==> config.mk <==
export PLATFORM = sky130hd
export DESIGN_NAME = ptz_reply_frame_parser_flat
export DESIGN_NICKNAME = d
export VERILOG_FILES = /design/src/rtl/ptz_pkg.sv /design/src/rtl/ptz_byte_if.sv /design/src/rtl/ptz_report_if.sv /design/src/rtl/ptz_front.sv /design/src/rtl/ptz_queue.sv /design/src/rtl/ptz_back.sv /design/src/rtl/ptz_reply_frame_parser.sv /design/src/flat_wrapper.sv
export SDC_FILE = /design/constraint.sdc
export NUM_CORES = 1
export LEC_CHECK = 0
export BUFFER_PORTS_ARGS = -buffer_cell sky130_fd_sc_hd__buf_2
export CAP_MARGIN = 20
export CORE_ASPECT_RATIO = 0.75
export CORE_MARGIN = 5
export CORE_UTILIZATION = 55
export CTS_CLUSTER_SIZE = 40
export DETAILED_ROUTE_END_ITERATION = 6
export GPL_TIMING_DRIVEN = 0
export PLACE_DENSITY = 0.72
export SYNTH_ARGS = -nofsm -noshare
export SYNTH_HDL_FRONTEND = slang
export SYNTH_SLANG_ARGS = --single-unit
==> constraint.sdc <==
create_clock -name clk -period 8.9 [get_ports clk]
set_input_delay 0.89 -clock clk [delete_from_list [all_inputs] [get_ports clk]]
set_output_delay 0.89 -clock clk [all_outputs]
set_load 0.02 [all_outputs]
==> src/rtl/ptz_pkg.sv <==
package ptz_pkg;

  localparam int BYTE_W  = 8;
  localparam int WORD_W  = 2 * BYTE_W;
  localparam int KIND_W  = 2;
  localparam int Q_DEPTH = 2;
  localparam int Q_PTR_W = $clog2(Q_DEPTH);
  localparam int Q_CNT_W = $clog2(Q_DEPTH + 1);

  localparam logic [BYTE_W-1:0] SYNC_BYTE   = 8'hFF;
  localparam logic [BYTE_W-1:0] CMD_PAN     = 8'h59;
  localparam logic [BYTE_W-1:0] CMD_TILT    = 8'h5B;
  localparam logic [BYTE_W-1:0] CMD_STAT_HI = 8'h8E;
  localparam logic [BYTE_W-1:0] CMD_STAT_LO = 8'hE9;

  typedef enum logic [KIND_W-1:0] {
    KIND_PAN,
    KIND_TILT,
    KIND_STATUS
  } kind_t;

  // decoded frame waiting for the output stage: bytes 4 and 5, big-endian
  typedef struct packed {
    kind_t             kind;
    logic [WORD_W-1:0] word;
  } ptz_rec_t;

endpackage

==> src/rtl/ptz_byte_if.sv <==
interface ptz_byte_if;
  import ptz_pkg::*;

  logic              valid;
  logic              ready;
  logic [BYTE_W-1:0] rx_byte;

  modport source (output valid, output rx_byte, input ready);
  modport sink   (input valid, input rx_byte, output ready);
endinterface

==> src/rtl/ptz_report_if.sv <==
interface ptz_report_if;
  import ptz_pkg::*;

  logic              valid;
  logic              ready;
  logic [KIND_W-1:0] report_kind;
  logic [WORD_W-1:0] angle_value;
  logic [BYTE_W-1:0] optical_state;
  logic [BYTE_W-1:0] infrared_state;

  modport source (output valid, output report_kind, output angle_value,
                  output optical_state, output infrared_state, input ready);
  modport sink   (input valid, input report_kind, input angle_value,
                  input optical_state, input infrared_state, output ready);
endinterface

==> src/rtl/ptz_front.sv <==
module ptz_front (
  input  logic              clk,
  input  logic              rst_n,
  ptz_byte_if.sink          in_ch,
  input  logic              q_full,
  output logic              push,
  output ptz_pkg::ptz_rec_t push_rec
);
  import ptz_pkg::*;

  // position of the next byte in the frame; POS_HUNT waits for sync
  typedef enum logic [2:0] {
    POS_HUNT, POS_B1, POS_B2, POS_B3, POS_B4, POS_B5, POS_B6, POS_B7
  } pos_t;

  pos_t              pos_r, pos_nxt;
  logic [BYTE_W-1:0] sum_r, sum_nxt;
  logic [BYTE_W-1:0] b2_r, b2_nxt;
  logic [BYTE_W-1:0] b3_r, b3_nxt;
  logic [BYTE_W-1:0] b4_r, b4_nxt;
  logic [BYTE_W-1:0] b5_r, b5_nxt;
  logic              fire;
  logic [BYTE_W-1:0] rx;

  assign in_ch.ready = !q_full;
  assign fire        = in_ch.valid && !q_full;
  assign rx          = in_ch.rx_byte;

  always_comb begin
    pos_nxt  = pos_r;
    sum_nxt  = sum_r;
    b2_nxt   = b2_r;
    b3_nxt   = b3_r;
    b4_nxt   = b4_r;
    b5_nxt   = b5_r;
    push     = 1'b0;
    push_rec = '{kind: KIND_PAN, word: {b4_r, b5_r}};
    if (fire) begin
      if (rx == SYNC_BYTE) begin
        // sync always restarts the frame
        pos_nxt = POS_B1;
        sum_nxt = '0;
      end else begin
        case (pos_r)
          POS_HUNT: begin
            pos_nxt = POS_HUNT;
          end
          POS_B1: begin
            sum_nxt = sum_r + rx;
            pos_nxt = POS_B2;
          end
          POS_B2: begin
            sum_nxt = sum_r + rx;
            b2_nxt  = rx;
            pos_nxt = POS_B3;
          end
          POS_B3: begin
            sum_nxt = sum_r + rx;
            b3_nxt  = rx;
            pos_nxt = POS_B4;
          end
          POS_B4: begin
            sum_nxt = sum_r + rx;
            b4_nxt  = rx;
            pos_nxt = POS_B5;
          end
          POS_B5: begin
            sum_nxt = sum_r + rx;
            b5_nxt  = rx;
            pos_nxt = POS_B6;
          end
          POS_B6: begin
            if (sum_r == rx) begin
              if (b3_r == CMD_PAN) begin
                push          = 1'b1;
                push_rec.kind = KIND_PAN;
              end else if (b3_r == CMD_TILT) begin
                push          = 1'b1;
                push_rec.kind = KIND_TILT;
              end else if (b2_r == CMD_STAT_HI && b3_r == CMD_STAT_LO) begin
                push          = 1'b1;
                push_rec.kind = KIND_STATUS;
              end
              pos_nxt = POS_HUNT;
              sum_nxt = '0;
            end else begin
              // bad checksum: swallow one more byte before hunting
              pos_nxt = POS_B7;
            end
          end
          POS_B7: begin
            pos_nxt = POS_HUNT;
            sum_nxt = '0;
          end
          default: begin
            pos_nxt = POS_HUNT;
            sum_nxt = '0;
          end
        endcase
      end
    end
  end

  always_ff @(posedge clk) begin
    if (!rst_n) begin
      pos_r <= POS_HUNT;
      sum_r <= '0;
    end else begin
      pos_r <= pos_nxt;
      sum_r <= sum_nxt;
    end
    b2_r <= b2_nxt;
    b3_r <= b3_nxt;
    b4_r <= b4_nxt;
    b5_r <= b5_nxt;
  end

endmodule

==> src/rtl/ptz_queue.sv <==
module ptz_queue (
  input  logic              clk,
  input  logic              rst_n,
  input  logic              push,
  input  ptz_pkg::ptz_rec_t push_rec,
  output logic              full,
  input  logic              pop,
  output logic              head_valid,
  output ptz_pkg::ptz_rec_t head_rec
);
  import ptz_pkg::*;

  ptz_rec_t            mem_r [Q_DEPTH];
  logic [Q_PTR_W-1:0]  wr_ptr_r, wr_ptr_nxt;
  logic [Q_PTR_W-1:0]  rd_ptr_r, rd_ptr_nxt;
  logic [Q_CNT_W-1:0]  cnt_r, cnt_nxt;
  logic                do_push, do_pop;

  assign full       = (cnt_r == Q_CNT_W'(Q_DEPTH));
  assign head_valid = (cnt_r != '0);
  assign head_rec   = mem_r[rd_ptr_r];
  assign do_push    = push && !full;
  assign do_pop     = pop && head_valid;

  always_comb begin
    wr_ptr_nxt = wr_ptr_r;
    rd_ptr_nxt = rd_ptr_r;
    cnt_nxt    = cnt_r;
    if (do_push) begin
      wr_ptr_nxt = (wr_ptr_r == Q_PTR_W'(Q_DEPTH - 1)) ? '0 : wr_ptr_r + 1'b1;
    end
    if (do_pop) begin
      rd_ptr_nxt = (rd_ptr_r == Q_PTR_W'(Q_DEPTH - 1)) ? '0 : rd_ptr_r + 1'b1;
    end
    if (do_push && !do_pop) begin
      cnt_nxt = cnt_r + 1'b1;
    end else if (do_pop && !do_push) begin
      cnt_nxt = cnt_r - 1'b1;
    end
  end

  always_ff @(posedge clk) begin
    if (!rst_n) begin
      wr_ptr_r <= '0;
      rd_ptr_r <= '0;
      cnt_r    <= '0;
    end else begin
      wr_ptr_r <= wr_ptr_nxt;
      rd_ptr_r <= rd_ptr_nxt;
      cnt_r    <= cnt_nxt;
    end
    if (do_push) begin
      mem_r[wr_ptr_r] <= push_rec;
    end
  end

endmodule

==> src/rtl/ptz_back.sv <==
module ptz_back (
  input  logic              clk,
  input  logic              rst_n,
  input  logic              q_valid,
  input  ptz_pkg::ptz_rec_t q_rec,
  output logic              q_pop,
  ptz_report_if.source      out_ch
);
  import ptz_pkg::*;

  logic              valid_r;
  logic [KIND_W-1:0] kind_r;
  logic [WORD_W-1:0] angle_r;
  logic [BYTE_W-1:0] optical_r;
  logic [BYTE_W-1:0] infrared_r;
  logic              load;
  logic              is_status;

  // refill whenever the output register is empty or being taken
  assign load      = q_valid && (!valid_r || out_ch.ready);
  assign q_pop     = load;
  assign is_status = (q_rec.kind == KIND_STATUS);

  always_ff @(posedge clk) begin
    if (!rst_n) begin
      valid_r <= 1'b0;
    end else if (load) begin
      valid_r <= 1'b1;
    end else if (out_ch.ready) begin
      valid_r <= 1'b0;
    end
    if (load) begin
      kind_r     <= q_rec.kind;
      angle_r    <= is_status ? '0 : q_rec.word;
      optical_r  <= is_status ? q_rec.word[WORD_W-1:BYTE_W] : '0;
      infrared_r <= is_status ? q_rec.word[BYTE_W-1:0] : '0;
    end
  end

  assign out_ch.valid          = valid_r;
  assign out_ch.report_kind    = kind_r;
  assign out_ch.angle_value    = angle_r;
  assign out_ch.optical_state  = optical_r;
  assign out_ch.infrared_state = infrared_r;

endmodule

==> src/rtl/ptz_reply_frame_parser.sv <==
// Path: a report goes from the framer into the report queue, then into the output register on out_ch.
// Throughput: one byte per cycle when not stalled; the framer holds at most one byte of work.
// in_ch.ready drops only while the 2-entry report queue is full, which needs the
// output register to be stalled as well.
// Reset: synchronous, active low; clears framing position, checksum, queue and output valid.
module ptz_reply_frame_parser (
  input  logic         clk,
  input  logic         rst_n,
  ptz_byte_if.sink     in_ch,
  ptz_report_if.source out_ch
);
  import ptz_pkg::*;

  logic     push;
  ptz_rec_t push_rec;
  logic     q_full;
  logic     q_pop;
  logic     q_valid;
  ptz_rec_t q_rec;

  ptz_front u_front (
    .clk      (clk),
    .rst_n    (rst_n),
    .in_ch    (in_ch),
    .q_full   (q_full),
    .push     (push),
    .push_rec (push_rec)
  );

  ptz_queue u_queue (
    .clk        (clk),
    .rst_n      (rst_n),
    .push       (push),
    .push_rec   (push_rec),
    .full       (q_full),
    .pop        (q_pop),
    .head_valid (q_valid),
    .head_rec   (q_rec)
  );

  ptz_back u_back (
    .clk     (clk),
    .rst_n   (rst_n),
    .q_valid (q_valid),
    .q_rec   (q_rec),
    .q_pop   (q_pop),
    .out_ch  (out_ch)
  );

endmodule

==> src/flat_wrapper.sv <==
// flat-port wrapper written by rule: the top's interface ports become plain ports
module ptz_reply_frame_parser_flat import ptz_pkg::*;
  (clk, rst_n, in_ch_valid, in_ch_rx_byte, in_ch_ready, out_ch_valid, out_ch_report_kind, out_ch_angle_value, out_ch_optical_state, out_ch_infrared_state, out_ch_ready);
  ptz_byte_if in_ch_i ();
  ptz_report_if out_ch_i ();
  input  logic clk;
  input  logic rst_n;
  input wire logic [$bits(in_ch_i.valid)-1:0] in_ch_valid;
  input wire logic [$bits(in_ch_i.rx_byte)-1:0] in_ch_rx_byte;
  output wire logic [$bits(in_ch_i.ready)-1:0] in_ch_ready;
  output wire logic [$bits(out_ch_i.valid)-1:0] out_ch_valid;
  output wire logic [$bits(out_ch_i.report_kind)-1:0] out_ch_report_kind;
  output wire logic [$bits(out_ch_i.angle_value)-1:0] out_ch_angle_value;
  output wire logic [$bits(out_ch_i.optical_state)-1:0] out_ch_optical_state;
  output wire logic [$bits(out_ch_i.infrared_state)-1:0] out_ch_infrared_state;
  input wire logic [$bits(out_ch_i.ready)-1:0] out_ch_ready;
  assign in_ch_i.valid = in_ch_valid;
  assign in_ch_i.rx_byte = in_ch_rx_byte;
  assign in_ch_ready = in_ch_i.ready;
  assign out_ch_valid = out_ch_i.valid;
  assign out_ch_report_kind = out_ch_i.report_kind;
  assign out_ch_angle_value = out_ch_i.angle_value;
  assign out_ch_optical_state = out_ch_i.optical_state;
  assign out_ch_infrared_state = out_ch_i.infrared_state;
  assign out_ch_i.ready = out_ch_ready;
  ptz_reply_frame_parser u_core (.clk(clk), .rst_n(rst_n), .in_ch(in_ch_i), .out_ch(out_ch_i));
endmodule
# Yosys cells after proc, flatten, opt, wreduce, memory -nomap -nowiden
# Memory sizes are Yosys's and may differ from the RTL's. A register that Yosys moved wholly into a read port is not among the register bits.
# Cells that the tools add are included.
# Widths: inputs -> output; s select.
[totals] ff_bits=82 in_bits=12 latchBits=0 memories=1 rom_bits=0 ramBits=36 wordCells=91 output_inout_bits=36
[classes] magnitude_cmp=0 n_eq_ne=16 n_shift=0 n_bitwise=1 addsub=5 reduce_logical=24 muxes=30 div_mod_pow=0 mul=0
[memory_table] memory="u_core.u_queue.mem_r" words=2 width=18 read_ports=1 rd_clocked_by_memory_dff=1 wr=1 line="ptz_queue.sv:13" source="ptz_rec_t mem_r [Q_DEPTH];"
[ops] op="$eq 8x8->1 const B" count=3
[ops] op="$pmux 8 s3" count=1
[ops] op="$pmux 3 s7" count=1
[ops] op="$mux 2" count=9
[ops] op="$eq 8x7->1 const B" count=2
[ops] op="$mux 8" count=2
[ops] op="$mux 1" count=15
[ops] op="$reduce_and 3->1" count=5
[ops] op="$eq 3x3->1 const B" count=4
[ops] op="$add 8x8->8" count=1
[ops] op="$eq 8x8->1" count=1
[ops] op="$logic_and 1x1->1" count=7
[ops] op="$eq 3x2->1 const B" count=2
[ops] op="$mux 3" count=2
[ops] op="$reduce_bool 2->1" count=3
[ops] op="$reduce_or 5->1" count=1
[ops] op="$eq 2x2->1 const B" count=2
[ops] op="$logic_not 1->1" count=4
[ops] op="$reduce_bool 4->1" count=1
[ops] op="$eq 3x1->1 const B" count=1
[ops] op="$logic_not 3->1" count=1
[ops] op="$ne 3x3->1 const B" count=1
[ops] op="$add 1x1->1 const B" count=2
[ops] op="$add 2x1->2 const B" count=1
[ops] op="4 further kinds" count=4

# Depth between registers and ports, before layout
# Gate-level depths: netlist (run 1).
[logic_depth] word_depth=14 ltp_mapped=10 ltp_nobuf=10

# Hierarchy
# From an unflattened synthesis (run 1), not the netlist that was laid out.
[unflattened] hier_cells=316 area_unflattened_um2=4837.1
[modules_own_cells] module="ptz_front" seq_area_each_um2=1181.1 instances=1 cells_each=161 area_each_um2=1981.9
[modules_own_cells] module="ptz_queue" seq_area_each_um2=1181.1 instances=1 cells_each=81 area_each_um2=1532.7
[modules_own_cells] module="ptz_back" seq_area_each_um2=1041.0 instances=1 cells_each=74 area_each_um2=1322.5

# Least setup slack after synthesis (run 1)
# No wires, ideal clock.
[synth_timing] path_kind="input-to-reg" startpoint="input port in_ch_rx_byte[4]" endpoint="memory u_core.u_queue.mem_r[1][0] (netlist bit), enable pin" path_slack_ns=5.212 arrival_ns=3.296 t_required_ns=8.507 path_buffers=0 path_stages=6 setup_ns=0.393 cell_sequence="ha_1 nor4_1 nand3_1 or4_4 or2_2 nor2_1"
[synth_between] elab_chain_len=8 word_cells_on_any_way=9 classes_between="2 x eq/ne; 6 x mux; 1 x reduce/logical"
[synth_lines] item="start: declaration" line="flat_wrapper.sv:9" source="input wire logic [$bits(in_ch_i.rx_byte)-1:0] in_ch_rx_byte;"
[synth_lines] item="$eq 8x8->1" line="ptz_front.sv:73" source="if (sum_r == rx) begin"
[synth_lines] item="$mux 1" line="ptz_front.sv:73"
[synth_lines] item="$mux 1" line="ptz_front.sv:44" source="case (pos_r)"
[synth_lines] item="$mux 1 *" line="ptz_front.sv:39" source="if (rx == SYNC_BYTE) begin"
[synth_lines] item="$mux 1 *" line="ptz_front.sv:38" source="if (fire) begin"
[synth_lines] item="$logic_and 1x1->1 *" line="ptz_queue.sv:22" source="assign do_push = push && !full;"
[synth_lines] item="$mux 1 *" line="ptz_queue.sv:52" source="if (do_push) begin"
[synth_lines] item="$mux 1 (not written as such) *" line="ptz_queue.sv:53" source="mem_r[wr_ptr_r] <= push_rec;"
[synth_lines] item="end: declaration" line="ptz_queue.sv:13"
# Every way passes the cells marked *; elsewhere a longest branch is shown, timed or not.

# Final worst setup path (run 1)
[layout_timing] startpoint="input port in_ch_rx_byte[4]" endpoint="memory u_core.u_queue.mem_r[0][8] (netlist bit), enable pin"
# Same word-level chain as after synthesis.

==> out/qor.csv, run 1 <==
stage,metric,value,unit
critical_path,crit_path_end_kind,flop,
drt,drc,0,
logic_synthesis,synth_edf_count,102,
final_layout,layout-drive-gt1-share,21.92,%
drt,ant_nets,0,
timing,fin_crit_sh,40.37,%
logic_synthesis,ys_types,45,
power,swShare,30.39,%
grt,grt_max_degree,37,
placement,gp_congestion,0.8197,
floorplan,start_util,55.99,%
grt,antenna_found_initial,0,
final_layout,ff_latch_area,3403,um2
floorplan,core_area,8382,um2
logic_synthesis,synth_top_cell_by_area,edfxtp_1,
drt,detail_route.vias_per_cell,5.490,
timing,clock-skew-final,9.507,ps
clock_network,ctsHtreeMaxLevel,4,
logic_synthesis,syn_area,4693,um2
floorplan,io_pins,48,
logic_synthesis,synth_common_cells,"edfxtp_1, nor2_1, dfxtp_1, inv_1, mux2i_1",
placement,dp.cells,483,
clock_network,cts_root_buf,clkbuf_16,
logic_synthesis,syn-num-nets,351,
logic_synthesis,synth_top_family_by_area,simple AND/OR/NAND/NOR gates,
logic_synthesis,ys_seq_area_share,72.51,%
final_layout,syn2layout_area_growth,20.74,%
timing,rsz0062_at_grt,no,
logic_synthesis,synthTopCellsByArea,"edfxtp_1, dfxtp_1, nor2_1",
power,clkPwrFrac,35.8,%
final_layout,n_fill_cell,579,
critical_path,cp_max_fo,18,
timing,holdWs,443.9,ps
power,p_sw,557.1,uW
final_layout,final_cells,514,
drt,drt_wl_total,8.759,mm
logic_synthesis,synth_most_common_cell,edfxtp_1,
final_layout,diodes,0,
timing,period_needed,3593,ps
floorplan,num_rows,29,
timing,slew_violations,0,
placement,detailed_place_hpwl,5.606,mm
placement,portBuffers,47,
drt,drt_iter0_drc,204,
clock_network,cts_hold_buf,0,
power,leakagePower,2.075,nW
critical_path,startpoint_type,input pin,
flow_run,drv_cap,0,
clock_network,cts_resized,0,
timing,finalHoldViolations,0,
grt,gr-total-overflow,0,
clock_network,clk_latency,410,ps
logic_synthesis,synth_compound_area_share,5.465,%
critical_path,critPathKind,input pin to flop,
power,p_comb_share,23.0,%
power,ir_worst_vdd,0.1832,mV
timing,max_freq,278.3,MHz
timing,setup_viol_count_final,0,
critical_path,crit_required,8930,ps
grt,grt_pass1_wl,14.10,mm
clock_network,cts_buffers,17,
logic_synthesis,synth-xor-area-share,1.493,%
logic_synthesis,synth_cells,327,
run_status,status,finished clean,
final_layout,final_core_util,67.61,%
power,pwr-share-seq,41.2,%
drt,first_pass_iters,6,
floorplan,dieArea,10500,um2
floorplan,die_h,90,um
critical_path,cp.arrival,3620,ps
logic_synthesis,synthArstFlopShare,0,%
grt,grt_use_total,18.05,%
grt,grt_pass1_vias,2859,
clock_network,cts_tree,done,
logic_synthesis,yosysWarnings,0,
worst_hold_path,min_path_type,flop to flop,
logic_synthesis,synthAdderAreaFrac,3.359,%
clock_network,path_clk_slew,50,ps
timing,max_slew.worst_pin.slew,1041,ps
clock_network,cts_buffer_depth,2,
power,p_per_area,323.6,nW/um2
final_layout,num-nets-final,418,
logic_synthesis,yosys.area_share.simple,11.14,%
final_layout,multiInputGateArea,1200,um2
logic_synthesis,synth.area.mux_share,3.892,%
drt,wl_per_cell,17.04,um
logic_synthesis,synth-seq-cells,119,
floorplan,fp.dieW,116.7,um
power,p_int,1.276,mW
logic_synthesis,avgSynthCellArea,14.35,um2
drt,vias,2822,
clock_network,cts_num_sinks,119,
timing,relSlewSlack,30.06,%
timing,tns,0,ps
clock_network,post_cts_buffers,0,
logic_synthesis,synth_top_flop_cell,edfxtp_1,
logic_synthesis,yosysTopAreaCellShare,65.26,%
-- cell type report --
class / instances / share of cell area [%]
plain buffers: 9 / 0.6403
repair buffers: 48 / 4.416
multi-input cells: 182 / 21.17
clock inverters: 14 / 2.694
inverters: 17 / 1.126
well taps: 108 / 2.385
clock buffers: 17 / 7.507
flip-flops and latches: 119 / 60.06
-- registers in the layout (all words and copies together), names as in the netlist, named ones only --
| register | flops |
|---|---|
| u_core.u_front.b3_r | 8 |
| u_core.u_back.out_ch.valid | 1 |
| u_core.u_queue.mem_r | 36 |
| u_core.u_back.out_ch.infrared_state | 8 |
| u_core.u_back.out_ch.optical_state | 8 |
| u_core.u_back.out_ch.report_kind | 2 |
| u_core.u_queue.rd_ptr_r | 1 |
| u_core.u_front.sum_r | 8 |
| u_core.u_front.b4_r | 8 |
| u_core.u_queue.cnt_r | 2 |
| u_core.u_front.b5_r | 8 |
| u_core.u_queue.wr_ptr_r | 1 |
| u_core.u_front.b2_r | 8 |
| u_core.u_back.out_ch.angle_value | 16 |
| u_core.u_front.pos_r | 3 |
-- worst max-delay path, stage by stage --
cell and delay (ps):
buf_2 160, ha_1 400, nor4_1 440, nand3_1 130, or4_4 600, or3_1 400, inv_1 590
-- power by group through the flow --
stage | Sequential, mW | Clock [mW] | Combinational [mW]
floorplan | 0.854 | 0 | 0.210
global placement | 0.768 | 0 | 0.405
detailed placement | 0.767 | 0 | 0.422
CTS | 0.757 | 0.667 | 0.428
global route | 0.764 | 0.697 | 0.463
finish | 0.756 | 0.656 | 0.421
-- cells in the final DEF (no fill, tap or decap), types with 2 or more instances in the layout --
master / netlist / routed
clkbuf_16: 0 / 17
xnor2_1: 4 / 4
o2111ai_1: 3 / 3
clkbuf_1: 7 / 7
a21oi_1: 14 / 14
xor2_1: 4 / 4
nand3_1: 14 / 14
mux2_2: 2 / 2
edfxtp_1: 102 / 102
nor4bb_1: 3 / 3
nand4b_1: 2 / 2
dfxtp_1: 17 / 17
buf_2: 2 / 49
nor2_1: 48 / 46
or3_1: 3 / 3
a21o_1: 3 / 3
o21a_1: 2 / 2
clkinv_4: 0 / 3
o21ai_0: 4 / 4
ha_1: 11 / 11
nor3_1: 6 / 6
clkinvlp_4: 0 / 4
mux2i_1: 16 / 16
nand2_1: 10 / 10
inv_1: 17 / 17
inv_6: 0 / 3
clkinv_2: 0 / 2
bufinv_16: 0 / 2
nand2b_1: 8 / 8
nor2b_1: 4 / 4
-- stage by stage --
stage	instance area (um2)	power [mW]	worst slack (ps)
2_1_floorplan	4693	1.065	5212
3_3_place_gp	5064	1.173	4356
3_5_place_dp	5089	1.189	4900
4_1_cts	5667	1.852	5315
5_1_grt	5667	1.924	5169
6_report	5667	1.833	5307
-- per-layer routing --
layer	share of wire, %	global-route usage (%)	up-vias	routed length, um
met5	0	0	-	0
met4	2.4	8.500	0	214
met3	6.0	5.638	20	527
met2	49	28.90	86	4281
met1	43	22.20	1360	3735
li1	-	-	1356	-
-- logic make-up (layout without fill, tap and decap cells) --
kind of cell / Yosys count / after routing
compound gates: 38 / 38
xor+xnor: 8 / 8
fa+ha+maj: 12 / 12
buf+inv: 26 / 105
flops: 119 / 119
mux: 18 / 18
simple gates: 106 / 106
-- final timing paths --
check / start / to / slack, ps / depth (start not counted)
setup / recovery: in_ch_rx_byte[4] / u_core.u_queue.mem_r[0][8] / 5310 / 7
hold / removal: u_core.u_front.b4_r[7] / u_core.u_queue.mem_r[1][15] / 440 / 0
setup reg to reg: u_core.u_front.sum_r[4] / u_core.u_queue.mem_r[0][8] / 5670 / 6
hold reg to reg: u_core.u_front.b4_r[7] / u_core.u_queue.mem_r[1][15] / 440 / 0
(Power assumes the default switching activity.)
==> inputs of run 2 (changes only) <==
ABC_AREA = 1   (was default)
CORE_UTILIZATION = 53   (was 55)
PLACE_DENSITY = 0.73   (was 0.72)
clock period = 3.1 ns   (was 8.9 ns; I/O delays follow)
==> out/qor.csv, run 2 <==
stage,metric,value,unit,change
drt,drt_wl_total,8.935,mm,was 8.759 mm
logic_synthesis,ys_types,32,,was 45
timing,fin_crit_sh,76.13,%,
grt,gr-total-overflow,0,,unchanged
clock_network,cts_tree,done,,unchanged
critical_path,startpoint_type,flop,,was input pin
timing,max_freq,423.7,MHz,
clock_network,cts_hold_buf,0,,unchanged
worst_hold_path,min_path_type,input pin to flop,,was flop to flop
drt,ant_nets,0,,unchanged
timing,period_needed,2360,ps,
logic_synthesis,synth_cells,402,,was 327
drt,drc,0,,unchanged
final_layout,num-nets-final,495,,was 418
critical_path,timing.rr.start,u_core.u_front.sum_r[1],,was u_core.u_front.sum_r[4]
final_layout,n_fill_cell,678,,was 579
power,leakagePower,2.407,nW,was 2.075 nW
critical_path,crit_path_end_kind,flop,,unchanged
final_layout,diodes,0,,unchanged
drt,detail_route.vias_per_cell,5.133,,was 5.490
floorplan,num_rows,30,,was 29
timing,max_slew.worst_pin.slew,799.5,ps,was 1041 ps
floorplan,start_util,54.14,%,was 55.99%
clock_network,cts_resized,0,,unchanged
timing,setup_viol_count_final,0,,unchanged
clock_network,clk_latency,410,ps,about the same
grt,antenna_found_initial,0,,unchanged
critical_path,ff2ff_path_depth,9,,was 6
floorplan,dieArea,11240,um2,was 10500 um2
critical_path,critPathKind,flop to flop,,was input pin to flop
logic_synthesis,synth_common_cells,"edfxtp_1, nor2_1, nand2_1, inv_1, nand3_1",,"was edfxtp_1, nor2_1, dfxtp_1, inv_1, mux2i_1"
logic_synthesis,synthTopCellsByArea,"edfxtp_1, dfxtp_1, nor2_1",,unchanged
clock_network,cts_buffers,17,,unchanged
clock_network,ctsHtreeMaxLevel,4,,unchanged
final_layout,largest_reg_flops,36,,unchanged
grt,grt_pass1_vias,3074,,was 2859
floorplan,io_pins,48,,unchanged
run_status,status,finished clean,,unchanged
timing,relSlewSlack,46.50,%,was 30.06%
power,p_per_area,971.9,nW/um2,was 323.6 nW/um2
critical_path,crit_required,3210,ps,was 8930 ps
critical_path,cp_max_fo,15,,was 18
logic_synthesis,avgSynthCellArea,12.13,um2,was 14.35 um2
placement,gp_congestion,0.8409,,was 0.8197
clock_network,cts_num_sinks,119,,unchanged
grt,grt_max_degree,35,,was 37
critical_path,timing.reg2reg.setup_slack,740,ps,was 5670 ps
logic_synthesis,yosysWarnings,0,,unchanged
logic_synthesis,synth-seq-cells,119,,unchanged
placement,detailed_place_hpwl,5.894,mm,was 5.606 mm
logic_synthesis,synthArstFlopShare,0,%,unchanged
final_layout,syn2layout_area_growth,21.60,%,was 20.74%
drt,wl_per_cell,14.99,um,was 17.04 um
logic_synthesis,ys_seq_area_share,69.78,%,was 72.51%
placement,dp.cells,564,,was 483
logic_synthesis,synth_edf_count,102,,unchanged
timing,slew_violations,0,,unchanged
logic_synthesis,syn-num-nets,426,,was 351
floorplan,die_h,93.08,um,was 90 um
power,ir_worst_vdd,0.4237,mV,was 0.1832 mV
drt,drt_iter0_drc,187,,was 204
timing,clock-skew-final,6.434,ps,was 9.507 ps
final_layout,top_register,u_core.u_queue.mem_r,,unchanged
clock_network,path_clk_slew,60,ps,was 50 ps
flow_run,drv_cap,0,,unchanged
logic_synthesis,yosysTopAreaCellShare,62.80,%,was 65.26%
grt,grt_use_total,17.46,%,was 18.05%
final_layout,final_cell_mix,"edfxtp_1, nor2_1, nand2_1",,"was edfxtp_1, buf_2, nor2_1"
logic_synthesis,synth_top_cell_by_area,edfxtp_1,,unchanged
clock_network,cts_root_buf,clkbuf_16,,unchanged
timing,holdWs,194.9,ps,was 443.9 ps
drt,first_pass_iters,6,,unchanged
logic_synthesis,syn_area,4877,um2,was 4693 um2
clock_network,post_cts_buffers,0,,unchanged
final_layout,final_cells,596,,was 514
worst_hold_path,hold_path_end,u_core.u_front.b3_r[0],,was u_core.u_queue.mem_r[1][15]
timing,rsz0062_at_grt,no,,unchanged
clock_network,cts_buffer_depth,2,,unchanged
final_layout,layout_commonest_cell,edfxtp_1,,unchanged
critical_path,r2r_end,u_core.u_queue.mem_r[0][0],,was u_core.u_queue.mem_r[0][8]
timing,finalHoldViolations,0,,unchanged
worst_hold_path,hold_path_startpoint,in_ch_rx_byte[0],,was u_core.u_front.b4_r[7]
critical_path,cp.arrival,2470,ps,was 3620 ps
floorplan,core_area,9009,um2,was 8382 um2
final_layout,layout-drive-gt1-share,21.28,%,was 21.92%
placement,portBuffers,47,,unchanged
worst_hold_path,min_path_cells,1,,was 0
floorplan,fp.dieW,120.8,um,was 116.7 um
logic_synthesis,synth_top_flop_cell,edfxtp_1,,unchanged
logic_synthesis,synth_most_common_cell,edfxtp_1,,unchanged
grt,grt_pass1_wl,14.66,mm,was 14.10 mm
drt,vias,3059,,was 2822
run 2: changes by cell type in the layout (fill, tap and decap cells not counted), moves of 4 or more:
cell,previous run,this run
inv_1,17,35
xnor2_1,4,0
nand2b_1,8,0
clkbuf_1,7,3
nor2_1,46,82
nand3_1,14,18
nor3_1,6,1
nand2_1,10,62
nor2b_1,4,0
inv_2,0,5
run 2: logic make-up (layout without fill, tap and decap cells):
| group | after synthesis | after routing | share of synthesized area [%] |
|---|---|---|---|
| XOR/XNOR | 4 | 4 | 0.7182 |
| flip-flops | 119 | 119 | 69.78 |
| adder cells (fa/ha/maj) | 12 | 12 | 3.232 |
| buffers and inverters | 46 | 128 | 3.848 |
| AND/OR/NAND/NOR | 184 | 184 | 16.50 |
| multiplexers | 17 | 17 | 3.591 |
| AO/OA/AOI/OAI | 20 | 20 | 2.335 |
run 2: power breakdown:
group / switching, mW / internal, mW / total [mW]
sequential: 0.0935 / 2.14 / 2.24
combinational: 1.00 / 0.489 / 1.49
clock: 0.693 / 1.34 / 2.03
total: 1.79 / 3.97 / 5.76
run 2: worst max-delay path by stage:
stage                                  startpoint                          to  slack [ps]  cells after the start
final                     u_core.u_front.sum_r[1]  u_core.u_queue.mem_r[0][0]         740                      9
after CTS                 u_core.u_front.sum_r[1]  u_core.u_queue.mem_r[0][0]         770                      9
after detailed placement         in_ch_rx_byte[4]  u_core.u_queue.mem_r[1][7]         620                     10
after global placement           in_ch_rx_byte[4]  u_core.u_queue.mem_r[1][9]        -220                      9
after global routing      u_core.u_front.sum_r[1]     u_core.u_queue.cnt_r[1]         630                     11
after floorplan           u_core.u_queue.cnt_r[0]     u_core.u_queue.cnt_r[1]         610                      8
run 2: metrics by stage:
step / total power, mW / worst slack (ps) / area, um2 / utilization, % / setup TNS (ps)
5_1_grt: 6.054 / 628.6 / 5931 / 65.83 / 0
4_1_cts: 5.806 / 774.1 / 5931 / 65.83 / 0
3_3_place_gp: 3.667 / -219.7 / 5256 / 58.35 / -7811
6_report: 5.764 / 740.1 / 5931 / 65.83 / 0
2_1_floorplan: 3.308 / 613.4 / 4881 / - / 0
3_5_place_dp: 3.762 / 618.4 / 5319 / 59.04 / 0
run 2: layer usage:
layer  share of wire, %  up-vias  global-route usage (%)  routed length [um]
met3                6.2       14                   7.134                 554
met2                 50       95                   29.24                4423
li1                   -     1510                       -                   -
met1                 43     1440                   20.19                3820
met4                1.5        0                   6.698                 137
met5                  0        -                       0                   0
run 2: final cells by class:
| type | count | area (um2) | area share [%] |
|---|---|---|---|
| Sequential cell | 119 | 3403 | 57.38 |
| Multi-Input combinational cell | 237 | 1303 | 21.96 |
| Clock buffer | 19 | 432.9 | 7.300 |
| Timing Repair Buffer | 50 | 285.3 | 4.810 |
| Clock inverter | 13 | 178.9 | 3.017 |
| Inverter | 40 | 150.1 | 2.532 |
| Tap cell | 112 | 140.1 | 2.363 |
| Buffer | 6 | 37.54 | 0.6329 |
run 2: critical path, cell delays in order, from the launching register on:
cell	delay [ps]
dfxtp_1	380
ha_1	280
nor2_1	120
nand2_1	80
nor2_1	260
nand4_2	190
nor2_2	180
inv_2	60
nor2_2	270
buf_8	220
==> inputs of run 3 (changes only) <==
CORE_UTILIZATION = 55   (was 53)
PLACE_DENSITY = 0.72   (was 0.73)
clock period = 2.2 ns   (was 3.1 ns; I/O delays follow)
==> out/qor.csv, run 3 (synthesis results as in run 2) <==
stage,metric,value,unit,change
final_layout,largest_reg_flops,36,,unchanged
clock_network,cts_buffers,17,,unchanged
drt,drt_iter0_drc,245,,was 187
timing,rsz0062_at_grt,no,,unchanged
drt,first_pass_iters,4,,was 6
flow_run,drv_cap,0,,unchanged
floorplan,start_util,56.96,%,was 54.14%
power,p_sw,2.540,mW,was 1.791 mW
floorplan,fp.dieW,118.7,um,was 120.8 um
drt,wl_per_cell,15.04,um,was 14.99 um
timing,finalHoldViolations,0,,unchanged
final_layout,layout-drive-gt1-share,23.82,%,was 21.28%
final_layout,final_cells,595,,was 596
timing,clock-skew-final,10.42,ps,was 6.434 ps
timing,slew_violations,0,,unchanged
final_layout,num-nets-final,498,,was 495
floorplan,dieArea,10870,um2,was 11240 um2
critical_path,critPathKind,flop to flop,,unchanged
timing,max_slew.worst_pin.slew,794.5,ps,was 799.5 ps
clock_network,cts_tree,done,,unchanged
run_status,status,finished clean,,unchanged
critical_path,crit_required,2480,ps,was 3210 ps
power,p_int,5.392,mW,was 3.973 mW
grt,antenna_found_initial,0,,unchanged
final_layout,diodes,0,,unchanged
final_layout,n_fill_cell,602,,was 678
grt,grt_pass1_wl,14.25,mm,was 14.66 mm
floorplan,core_area,8563,um2,was 9009 um2
final_layout,syn2layout_area_growth,22.68,%,was 21.60%
drt,detail_route.vias_per_cell,5.069,,was 5.133
clock_network,cts_root_buf,clkbuf_16,,unchanged
grt,grt_max_degree,21,,was 35
timing,relSlewSlack,46.84,%,was 46.50%
drt,vias,3016,,was 3059
power,ir_worst_vdd,0.5653,mV,was 0.4237 mV
timing,tns,0,ps,unchanged
timing,period_needed,2091,ps,was 2360 ps
final_layout,layout_commonest_cell,edfxtp_1,,unchanged
grt,grt_pass1_vias,2879,,was 3074
critical_path,crit_buf_inv,2,,unchanged
placement,portBuffers,47,,unchanged
clock_network,cts_buffer_depth,2,,unchanged
worst_hold_path,min_path_type,input pin to flop,,unchanged
timing,fin_crit_sh,95.03,%,was 76.13%
clock_network,path_clk_slew,50,ps,was 60 ps
clock_network,clk_latency,410,ps,about the same
critical_path,cpMaxStageDelayCell,dfxtp_1,,unchanged
placement,gp_congestion,0.8193,,was 0.8409
drt,drc,0,,unchanged
placement,dp.cells,559,,was 564
power,clkPwrFrac,32.7,%,was 35.3%
clock_network,ctsHtreeMaxLevel,4,,unchanged
final_layout,final_cell_mix,"edfxtp_1, nor2_1, nand2_1",,unchanged
power,leakagePower,2.386,nW,was 2.407 nW
power,finalPower,7.932,mW,was 5.764 mW
grt,gr-total-overflow,0,,unchanged
clock_network,cts_num_sinks,119,,unchanged
floorplan,io_pins,48,,unchanged
timing,setup_viol_count_final,0,,unchanged
clock_network,cts_hold_buf,0,,unchanged
power,swShare,32.02,%,was 31.08%
critical_path,cp_max_fo,7,,was 15
critical_path,path_cells,inv_2 -> a21boi_4 -> nand2_4 -> inv_2 -> nand4_4 -> nor2_4 -> ha_1 -> a21oi_1 -> o21ai_0 -> o21ai_1 -> a21oi_1,,was ha_1 -> nor2_1 -> nand2_1 -> nor2_1 -> nand4_2 -> nor2_2 -> inv_2 -> nor2_2 -> buf_8
critical_path,path_delay_family,compound AO/OA/AOI/OAI gates,,was simple AND/OR/NAND/NOR gates
timing,setup_ws,109.4,ps,was 740.1 ps
drt,drt_wl_total,8.950,mm,was 8.935 mm
final_layout,top_register,u_core.u_queue.mem_r,,unchanged
critical_path,timing.reg2reg.setup_slack,110,ps,was 740 ps
critical_path,startpoint_type,flop,,unchanged
floorplan,die_h,91.55,um,was 93.08 um
power,p_comb_share,27.4,%,was 25.9%
placement,detailed_place_hpwl,5.684,mm,was 5.894 mm
critical_path,cp.arrival,2370,ps,was 2470 ps
drt,ant_nets,0,,unchanged
power,p_per_area,1326,nW/um2,was 971.9 nW/um2
power,pwr-share-seq,39.9,%,was 38.8%
grt,grt_use_total,17.21,%,was 17.46%
critical_path,crit_path_end_kind,flop,,unchanged
timing,max_freq,478.3,MHz,was 423.7 MHz
critical_path,critPathMaxStageDelay,360,ps,was 380 ps
placement,pre_cts_slack,-279.5,ps,was 618.4 ps
floorplan,num_rows,29,,was 30
run 3: power by group through the flow:
stage	clock [mW]	combinational (mW)	sequential (mW)
6_report	2.60	2.17	3.16
5_1_grt	2.76	2.39	3.21
4_1_cts	2.64	2.09	3.17
3_5_place_dp	0	2.03	3.21
3_3_place_gp	0	1.98	3.19
2_1_floorplan	0	1.02	3.65
run 3: final timing paths:
check,from,to,cells after the start
hold reg to reg,u_core.u_front.b4_r[5],u_core.u_queue.mem_r[1][13],0
setup / recovery,u_core.u_queue.cnt_r[0],u_core.u_queue.cnt_r[1],11
setup reg to reg,u_core.u_queue.cnt_r[0],u_core.u_queue.cnt_r[1],11
hold / removal,in_ch_rx_byte[7],u_core.u_front.b4_r[7],1
run 3: stage by stage:
stage,area [um2],utilization (%),hold slack (ps)
final,5983,69.87,96.82
after global routing,5983,69.87,113.0
after CTS,5879,68.66,88.54
after detailed placement,5294,61.82,430.4
after global placement,5259,61.41,422.3
after floorplan,4888,-,318.9
run 3: routing by layer:
metal  track usage, %  part of all wire [%]  vias to the layer above  wire length [um]
li1                 -                     -                     1519                 -
met1            21.50                    44                     1387              3913
met2            27.57                    49                       93              4365
met3            5.093                   5.5                       17               489
met4            8.582                   2.0                        0               182
met5                0                     0                        -                 0
run 3: final cells by class:
cell class	instances	area [um2]	area share, %
Inverter	40	150.1	2.509
Clock buffer	19	432.9	7.235
Sequential cell	119	3405	56.90
Clock inverter	13	131.4	2.196
Multi-Input combinational cell	239	1404	23.46
Buffer	6	37.54	0.6274
Tap cell	108	135.1	2.258
Timing Repair Buffer	51	287.8	4.810
run 3: timing repair:
action                     in CTS  in global routing
resized for setup               3                 12
cloned                          1                  1
pin swaps                       1                  4
setup buffers                   0                  1
setup endpoints to repair      34                 33
